<file path="config.mk">
export PLATFORM = sky130hd
export DESIGN_NAME = pi_controller_antiwindup_core
export DESIGN_NICKNAME = d
export VERILOG_FILES = /design/src/rtl/pica_pkg.sv /design/src/rtl/pica_csr.sv /design/src/rtl/pica_term.sv /design/src/rtl/pica_integ.sv /design/src/rtl/pi_controller_antiwindup_core.sv
export SDC_FILE = /design/constraint.sdc
export NUM_CORES = 1
export LEC_CHECK = 0
export BUFFER_PORTS_ARGS = -buffer_cell sky130_fd_sc_hd__buf_2
export CORE_MARGIN = 5
export CORE_UTILIZATION = 60
export CTS_BUF_LIST = sky130_fd_sc_hd__clkbuf_8
export CTS_CLUSTER_SIZE = 16
export DETAILED_ROUTE_END_ITERATION = 10
export PLACE_DENSITY = 0.77
export SLEW_MARGIN = 10
export SYNTH_ARGS = -nofsm -noshare
export SYNTH_HDL_FRONTEND = slang
export SYNTH_HIERARCHICAL = 1
export SYNTH_SLANG_ARGS = --single-unit
</file>
<file path="constraint.sdc">
create_clock -name clock -period 8.3 [get_ports clock]
set_input_delay 0.415 -clock clock [delete_from_list [all_inputs] [get_ports clock]]
set_output_delay 0.415 -clock clock [all_outputs]
set_load 0.02 [all_outputs]
</file>
<file path="src/rtl/pica_pkg.sv">
// Shared types and constants for the PI controller with integrator clamp.
// Used by every module under rtl/; depends on nothing else.
`timescale 1ns / 1ps

package pica_pkg;

   // Field widths
   localparam int LEVEL_W  = 10;
   localparam int GAIN_W   = 8;
   localparam int DRIVE_W  = 7;
   localparam int ERR_W    = 6;   // magnitude of the limited error, 0..50
   localparam int P_MAG_W  = 14;  // |err| * prop_gain, up to 12750
   localparam int I_MAG_W  = 16;  // |err| * integ_gain * 3, up to 38250
   localparam int P_TERM_W = 12;  // signed, -1275..1275
   localparam int I_TERM_W = 13;  // signed, -3825..3825
   localparam int ACC_W    = 16;
   localparam int CSR_IDX_W = 4;

   // Controller constants
   localparam logic [ERR_W-1:0]   ERR_LIMIT  = 6'd50;
   localparam logic [DRIVE_W-1:0] OUT_MAX    = 7'd100;
   localparam logic [ACC_W-1:0]   ACC_RESET  = 16'd10;
   localparam logic [GAIN_W-1:0]  GAIN_RESET = 8'd2;

   // Unsigned divide by ten: (x * 0xCCCD) >> 19 is exact for any 16-bit x
   localparam logic [15:0] DIV10_RECIP = 16'hCCCD;
   localparam int          DIV10_SHIFT = 19;

   // Register indexes
   localparam logic [CSR_IDX_W-1:0] CSR_PROP_GAIN  = 4'd0;
   localparam logic [CSR_IDX_W-1:0] CSR_INTEG_GAIN = 4'd1;

   typedef struct packed {
      logic [LEVEL_W-1:0] target_level;
      logic [LEVEL_W-1:0] measured_level;
   } req_type;

   typedef struct packed {
      logic [DRIVE_W-1:0] drive_level;
      logic               limited;
   } rsp_type;

   typedef struct packed {
      logic [GAIN_W-1:0] prop_gain;
      logic [GAIN_W-1:0] integ_gain;
   } gain_type;

   typedef struct packed {
      logic signed [P_TERM_W-1:0] p_term;
      logic signed [I_TERM_W-1:0] i_step;
   } term_type;

endpackage

</file>
<file path="src/rtl/pica_csr.sv">
// Gain registers of the PI controller, written through the csr_ port.
// Depends on pica_pkg.
`timescale 1ns / 1ps

module pica_csr (
   input  logic                               clock,
   input  logic                               reset,
   input  logic                               csr_valid,
   output logic                               csr_ready,
   input  logic [pica_pkg::CSR_IDX_W-1:0]     csr_index,
   input  logic [pica_pkg::GAIN_W-1:0]        csr_wdata,
   output pica_pkg::gain_type                 gains
);

   pica_pkg::gain_type gains_ff;
   pica_pkg::gain_type gains_in;

   // Always take a write beat
   assign csr_ready = 1'b1;

   // Decode the register index; drop writes to unknown indexes
   always_comb begin
      gains_in = gains_ff;
      if (csr_valid) begin
         unique case (csr_index)
            pica_pkg::CSR_PROP_GAIN:  gains_in.prop_gain  = csr_wdata;
            pica_pkg::CSR_INTEG_GAIN: gains_in.integ_gain = csr_wdata;
            default: ;
         endcase
      end
   end

   always_ff @(posedge clock) begin
      if (reset) begin
         gains_ff.prop_gain  <= pica_pkg::GAIN_RESET;
         gains_ff.integ_gain <= pica_pkg::GAIN_RESET;
      end else begin
         gains_ff <= gains_in;
      end
   end

   assign gains = gains_ff;

endmodule

</file>
<file path="src/rtl/pica_term.sv">
// Input register and the two stages that form the proportional term and the
// integral step (limited error, gain products, divide by ten). Uses pica_pkg.
`timescale 1ns / 1ps

module pica_term (
   input  logic                 clock,
   input  logic                 reset,
   input  logic                 req_valid,
   output logic                 req_stall,
   input  pica_pkg::req_type    req_data,
   input  pica_pkg::gain_type   gains,
   input  logic                 term_ready,
   output logic                 term_valid,
   output pica_pkg::term_type   term
);

   // Stage valids
   logic in_v_ff, in_v_in;
   logic s1_v_ff, s1_v_in;
   logic s2_v_ff, s2_v_in;
   logic adv_in, adv_s1, adv_s2;

   // Payload registers
   pica_pkg::req_type                in_data_ff;
   logic                             s1_sign_ff, s1_sign_in;
   logic [pica_pkg::P_MAG_W-1:0]     s1_p_mag_ff, s1_p_mag_in;
   logic [pica_pkg::I_MAG_W-1:0]     s1_i_mag_ff, s1_i_mag_in;
   pica_pkg::term_type               s2_term_ff, s2_term_in;

   // Stage 1 helpers
   logic signed [pica_pkg::LEVEL_W:0] diff;
   logic [pica_pkg::LEVEL_W:0]        diff_abs;
   logic [pica_pkg::ERR_W-1:0]        err_mag;
   logic [pica_pkg::GAIN_W+1:0]       integ_gain3;

   // Stage 2 helpers
   logic [31:0]                       p_prod;
   logic [31:0]                       i_prod;
   logic [pica_pkg::P_TERM_W-1:0]     p_quo;
   logic [pica_pkg::I_TERM_W-1:0]     i_quo;

   // Each stage moves when the one after it is empty or moving
   assign adv_s2    = !s2_v_ff || term_ready;
   assign adv_s1    = !s1_v_ff || adv_s2;
   assign adv_in    = !in_v_ff || adv_s1;
   assign req_stall = !adv_in;

   assign in_v_in = adv_in ? req_valid : in_v_ff;
   assign s1_v_in = adv_s1 ? in_v_ff   : s1_v_ff;
   assign s2_v_in = adv_s2 ? s1_v_ff   : s2_v_ff;

   // Stage 1: limit the error to +-50, split into sign and magnitude, multiply
   always_comb begin
      diff = $signed({1'b0, in_data_ff.target_level})
           - $signed({1'b0, in_data_ff.measured_level});
      diff_abs = diff[pica_pkg::LEVEL_W] ? (~diff + 1'b1) : diff;
      s1_sign_in = diff[pica_pkg::LEVEL_W];
      if (diff_abs > {{(pica_pkg::LEVEL_W+1-pica_pkg::ERR_W){1'b0}}, pica_pkg::ERR_LIMIT}) begin
         err_mag = pica_pkg::ERR_LIMIT;
      end else begin
         err_mag = diff_abs[pica_pkg::ERR_W-1:0];
      end
      integ_gain3 = {2'b00, gains.integ_gain} + {1'b0, gains.integ_gain, 1'b0};
      s1_p_mag_in = pica_pkg::P_MAG_W'(err_mag * gains.prop_gain);
      s1_i_mag_in = pica_pkg::I_MAG_W'(err_mag * integ_gain3);
   end

   // Stage 2: divide magnitudes by ten, then restore the sign (truncates to zero)
   always_comb begin
      p_prod = 32'(s1_p_mag_ff) * 32'(pica_pkg::DIV10_RECIP);
      i_prod = 32'(s1_i_mag_ff) * 32'(pica_pkg::DIV10_RECIP);
      p_quo  = pica_pkg::P_TERM_W'(p_prod >> pica_pkg::DIV10_SHIFT);
      i_quo  = pica_pkg::I_TERM_W'(i_prod >> pica_pkg::DIV10_SHIFT);
      s2_term_in.p_term = s1_sign_ff ? $signed(~p_quo + 1'b1) : $signed(p_quo);
      s2_term_in.i_step = s1_sign_ff ? $signed(~i_quo + 1'b1) : $signed(i_quo);
   end

   // Valids
   always_ff @(posedge clock) begin
      if (reset) begin
         in_v_ff <= 1'b0;
         s1_v_ff <= 1'b0;
         s2_v_ff <= 1'b0;
      end else begin
         in_v_ff <= in_v_in;
         s1_v_ff <= s1_v_in;
         s2_v_ff <= s2_v_in;
      end
   end

   // Payload: load only when the stage advances
   always_ff @(posedge clock) begin
      if (adv_in) begin
         in_data_ff <= req_data;
      end
      if (adv_s1) begin
         s1_sign_ff  <= s1_sign_in;
         s1_p_mag_ff <= s1_p_mag_in;
         s1_i_mag_ff <= s1_i_mag_in;
      end
      if (adv_s2) begin
         s2_term_ff <= s2_term_in;
      end
   end

   assign term_valid = s2_v_ff;
   assign term       = s2_term_ff;

endmodule

</file>
<file path="src/rtl/pica_integ.sv">
// Accumulator, output clamp with back-calculation, and the result register.
// Uses pica_pkg.
`timescale 1ns / 1ps

module pica_integ (
   input  logic                 clock,
   input  logic                 reset,
   input  logic                 term_valid,
   input  pica_pkg::term_type   term,
   output logic                 term_ready,
   output logic                 rsp_valid,
   input  logic                 rsp_stall,
   output pica_pkg::rsp_type    rsp_data
);

   localparam int SUM_W = pica_pkg::ACC_W + 1;
   localparam logic signed [SUM_W-1:0] SUM_MAX =
      $signed({{(SUM_W-pica_pkg::DRIVE_W){1'b0}}, pica_pkg::OUT_MAX});

   logic                          rsp_v_ff, rsp_v_in;
   pica_pkg::rsp_type             rsp_data_ff, rsp_data_in;
   logic [pica_pkg::ACC_W-1:0]    acc_ff, acc_in;
   logic                          load;

   logic signed [SUM_W-1:0] acc_x, p_x, i_x, integ_sum, ctrl_sum;
   logic [pica_pkg::DRIVE_W-1:0] ctrl_out;

   // Result register frees up when empty or when its beat is taken
   assign term_ready = !rsp_v_ff || !rsp_stall;
   assign load       = term_valid && term_ready;
   assign rsp_v_in   = term_ready ? term_valid : rsp_v_ff;

   // Add the accumulator, clamp to 0..100, back-calculate on a clamp
   always_comb begin
      acc_x = $signed({acc_ff[pica_pkg::ACC_W-1], acc_ff});
      p_x   = SUM_W'(term.p_term);
      i_x   = SUM_W'(term.i_step);
      integ_sum = acc_x + i_x;
      ctrl_sum  = p_x + integ_sum;
      acc_in    = acc_ff;
      if (ctrl_sum > SUM_MAX) begin
         ctrl_out            = pica_pkg::OUT_MAX;
         rsp_data_in.limited = 1'b1;
         if (load) acc_in = pica_pkg::ACC_W'(SUM_MAX - p_x);
      end else if (ctrl_sum < 0) begin
         ctrl_out            = '0;
         rsp_data_in.limited = 1'b1;
         if (load) acc_in = pica_pkg::ACC_W'(-p_x);
      end else begin
         ctrl_out            = ctrl_sum[pica_pkg::DRIVE_W-1:0];
         rsp_data_in.limited = 1'b0;
         if (load) acc_in = integ_sum[pica_pkg::ACC_W-1:0];
      end
      rsp_data_in.drive_level = pica_pkg::OUT_MAX - ctrl_out;
   end

   always_ff @(posedge clock) begin
      if (reset) begin
         rsp_v_ff <= 1'b0;
         acc_ff   <= pica_pkg::ACC_RESET;
      end else begin
         rsp_v_ff <= rsp_v_in;
         acc_ff   <= acc_in;
      end
   end

   // Hold the result while stalled
   always_ff @(posedge clock) begin
      if (load) begin
         rsp_data_ff <= rsp_data_in;
      end
   end

   assign rsp_valid = rsp_v_ff;
   assign rsp_data  = rsp_data_ff;

endmodule

</file>
<file path="src/rtl/pi_controller_antiwindup_core.sv">
// PI controller with error limiting and integrator anti-windup: top level.
// Instantiates pica_csr, pica_term and pica_integ; uses pica_pkg.
`timescale 1ns / 1ps

// Each req_ beat (target, measured) gives exactly one rsp_ beat (drive_level,
// limited), in order. The path is four registers deep: input register, gain
// products, divide by ten, then the accumulator and clamp into the result
// register. A new request is taken every cycle while rsp_
// keeps up; the rate is set by the accumulator, which does one add, clamp and
// write-back per cycle in the last stage. After reset the gains are 2 and the
// accumulator is 10; write gains through csr_ (index 0 proportional, 1
// integral) only while no item is in flight.

module pi_controller_antiwindup_core (
   input  logic                            clock,
   input  logic                            reset,
   input  logic                            req_valid,
   output logic                            req_stall,
   input  pica_pkg::req_type               req_data,
   output logic                            rsp_valid,
   input  logic                            rsp_stall,
   output pica_pkg::rsp_type               rsp_data,
   input  logic                            csr_valid,
   output logic                            csr_ready,
   input  logic [pica_pkg::CSR_IDX_W-1:0]  csr_index,
   input  logic [pica_pkg::GAIN_W-1:0]     csr_wdata
);

   pica_pkg::gain_type gains;
   pica_pkg::term_type term;
   logic               term_valid;
   logic               term_ready;

   pica_csr u_csr (
      .clock     (clock),
      .reset     (reset),
      .csr_valid (csr_valid),
      .csr_ready (csr_ready),
      .csr_index (csr_index),
      .csr_wdata (csr_wdata),
      .gains     (gains)
   );

   pica_term u_term (
      .clock      (clock),
      .reset      (reset),
      .req_valid  (req_valid),
      .req_stall  (req_stall),
      .req_data   (req_data),
      .gains      (gains),
      .term_ready (term_ready),
      .term_valid (term_valid),
      .term       (term)
   );

   pica_integ u_integ (
      .clock      (clock),
      .reset      (reset),
      .term_valid (term_valid),
      .term       (term),
      .term_ready (term_ready),
      .rsp_valid  (rsp_valid),
      .rsp_stall  (rsp_stall),
      .rsp_data   (rsp_data)
   );

endmodule

</file>
==> run summary <==
Status = complete, no violations
Final wirelength = 41.41 mm
Syn_nets = 2590
DP HPWL = 34.55 mm
Slowest CP cell = o211a_2
Fin area = 20320 sq um
Clock tree buffer depth = 2
Largest net degree at the start of global routing = 34
Synth Flop Type = edfxtp_1
DR vias/cell = 5.819
H-tree depth = 4
Mux contribution to synthesized area = 1.821%
Post-Synth Simple-Gate Area = 12.16%
Cell taking the most area after synthesis = ha_1
Sequential standard cell area = 3243 sq um
CP arrival = 7.94 ns
Synthesis-to-finish area growth = 5.652%
Total global routing overflow = 0
Slew margin rel. = 37.86%
Slowest Stage Delay on Critical Path = 0.67 ns
Vias post-DR = 14310
Clock skew = 0.01043 ns
Post-route insts no fill = 2459
Core Box Area = 31640 sq um
Area of the multi-input gates = 14440 sq um
Routed Antenna Nets = 0
Drt pass-1 iters = 6
Initial drt markers = 965
Period utilisation layout = 92.77%
FMAX = 0.1299 GHz
Yosys top cell area share = 21.79%
Post-DP Area = 19810 sq um
Final setup viols = 0
# fillers = 2527
Synth warn = 6
DRC Markers = 0
Element type at the critical path end = flip-flop
TritonCTS clock tree = done
Hold slack = 0.1021 ns
Antenna diode instance count = 0
Layout cells sized above 1 = 6.368%
Worst endpoint required time = 8.54 ns
# IOs = 48
Syn Std Cell Area = 19240 sq um
PortBufs = 46
Dominant cells by area after synthesis = ha_1, fa_1, edfxtp_1, inv_1, xnor2_1
Final Hold Viols = 0
Die Y = 189.1 um
Post-synth ARST share = 0%
WS Path Type = flip-flop to flip-flop
Adder-cell share of the synthesized area = 42.29%
GP Congestion = 0.9139
Hold Crit Class = input port to flip-flop
EDFF count, synth = 84
Total track usage = 23.80%
Die Span X = 189.1 um
Avg Cell Area, Syn = 9.519 sq um
Reg clk slew, reported paths = 0.08 ns
Row Count = 65
Starting Density = 60.81%
Die area = 35740 sq um
Largest family of logic cells by synthesized area = adder cells
Flops & latches, synth = 120
Min Clock Period, post-route = 7.700 ns
Vias in the first global route = 14820
Global-route wire length before repair = 70.17 mm
# hold bufs at CTS = 0
Worst skew pair latency = 0.48 ns
Final layout net count = 2613
RSZ-0062 raised after global routing = false
Final Max Tran Viols = 0
Crit Path Max Fanout = 30
Initial antenna violation count = 0
Cts bufs inserted = 17
Worst slew pin tran = 0.9311 ns
Synth Area in XOR/XNOR = 5.314%
Setup TNS = 0 ns
Clock Sinks = 120
Clock Tree Root = clkbuf_8
Crit path launch type = flip-flop
Seq/Total Area, Yosys = 16.86%
WL/cell = 16.84 um
DP Cell Count = 2427
Synth Instances = 2021
Complex-gate fraction of the synthesized area = 13.41%
Most used cell, CP = fa_1
Max Cap Viol = 0
Post-synth cell types = 95
## synthesized netlist by cell type (all sizes together), types with 6 or more instances
cell,number
nand3,28
nand2,91
buf,16
nand3b,8
edfxtp,84
or3,13
clkbuf,34
ha,335
mux2i,26
xor2,32
fa,197
o211ai,16
nor3,38
o21bai,17
nand4,11
a211oi,11
or2,13
nor2b,20
a211o,7
a21o,24
inv,357
and2,24
nor4,6
mux2,8
o21a,20
o31a,6
xnor2,83
a31oi,25
nor3b,16
a21oi,102
nand2b,35
dfxtp,36
a21boi,19
nor2,97
o31ai,9
and3,29
o21ai,66
## worst paths after layout
path | start | endpoint | slack, ns | cells after the start
hold reg to reg | u_integ/acc_ff[15]$_SDFFE_PP0P_ | u_integ/acc_ff[15]$_SDFFE_PP0P_ | 0.46 | 2
setup reg to reg | u_term/in_data_ff[0]$_DFFE_PN_ | u_term/s1_i_mag_ff[13]$_DFFE_PP_ | 0.60 | 27
hold / removal | req_data[19] | u_term/in_data_ff[19]$_DFFE_PN_ | 0.10 | 1
setup / recovery | u_term/in_data_ff[0]$_DFFE_PN_ | u_term/s1_i_mag_ff[13]$_DFFE_PP_ | 0.60 | 27
## final cells by class
| class | count | area share [%] |
|---|---|---|
| Multi-Input combinational cell | 1494 | 71.05 |
| Sequential cell | 120 | 15.96 |
| Inverter | 357 | 6.593 |
| Tap cell | 402 | 2.475 |
| Timing Repair Buffer | 54 | 1.428 |
| Clock inverter | 15 | 1.342 |
| Clock buffer | 17 | 1.151 |
## worst max-delay path, delay by kind of cell (launching register included)
kind            cells  cell delay, ns
compound gates     11            2.79
fa+ha+maj           6            2.55
simple gates        6            1.01
flops               1            0.40
xor+xnor            2            0.38
mux                 1            0.28
buf+inv             1            0.05
## logic make-up after synthesis
family / Yosys count
compound gates: 371
mux: 34
simple gates: 441
xor+xnor: 115
fa+ha+maj: 532
flops: 120
other cells: 1
buf+inv: 407
## stage by stage
step / setup WS, ns / util, %
6_report: 0.6002 / 64.24
3_5_place_dp: 0.4953 / 62.63
3_3_place_gp: 0.8508 / 62.63
2_1_floorplan: 1.791 / -
4_1_cts: 0.4661 / 64.23
5_1_grt: 0.02510 / 64.24
## registers in the layout (all words and copies together), names as in the netlist
name / flops
u_csr/gains: 16
u_integ/acc_ff: 16
u_integ/rsp_data: 8
u_integ/rsp_valid: 1
u_term/in_data_ff: 20
u_term/in_v_ff: 1
u_term/s1_i_mag_ff: 16
u_term/s1_p_mag_ff: 14
u_term/s1_sign_ff: 1
u_term/s1_v_ff: 1
u_term/term: 25
u_term/term_valid: 1
## cell usage in the layout (no fill, tap or decap), types with 46 or more instances in the layout
master	instances
fa_1	197
edfxtp_1	84
a21oi_1	97
nand2_1	90
ha_1	335
buf_2	46
nor2_1	96
inv_1	358
xnor2_1	82
o21ai_0	56
## metal layers
metal	track usage, %	part of all wire (%)	up-vias	wire [um]
met2	42.91	50	338	20830
met5	0	0	-	0
met1	29.88	43	6967	17960
met3	2.968	4.0	74	1652
met4	7.287	2.3	0	965
li1	-	-	6931	-
## what timing repair did
item,in CTS,in global routing
setup endpoints to repair,0,3
resized for setup,0,1
setup buffers,0,0
Power is left out: the tool's default activity adds up to more than one toggle a clock period on the data nets, which glitch-free logic cannot reach.
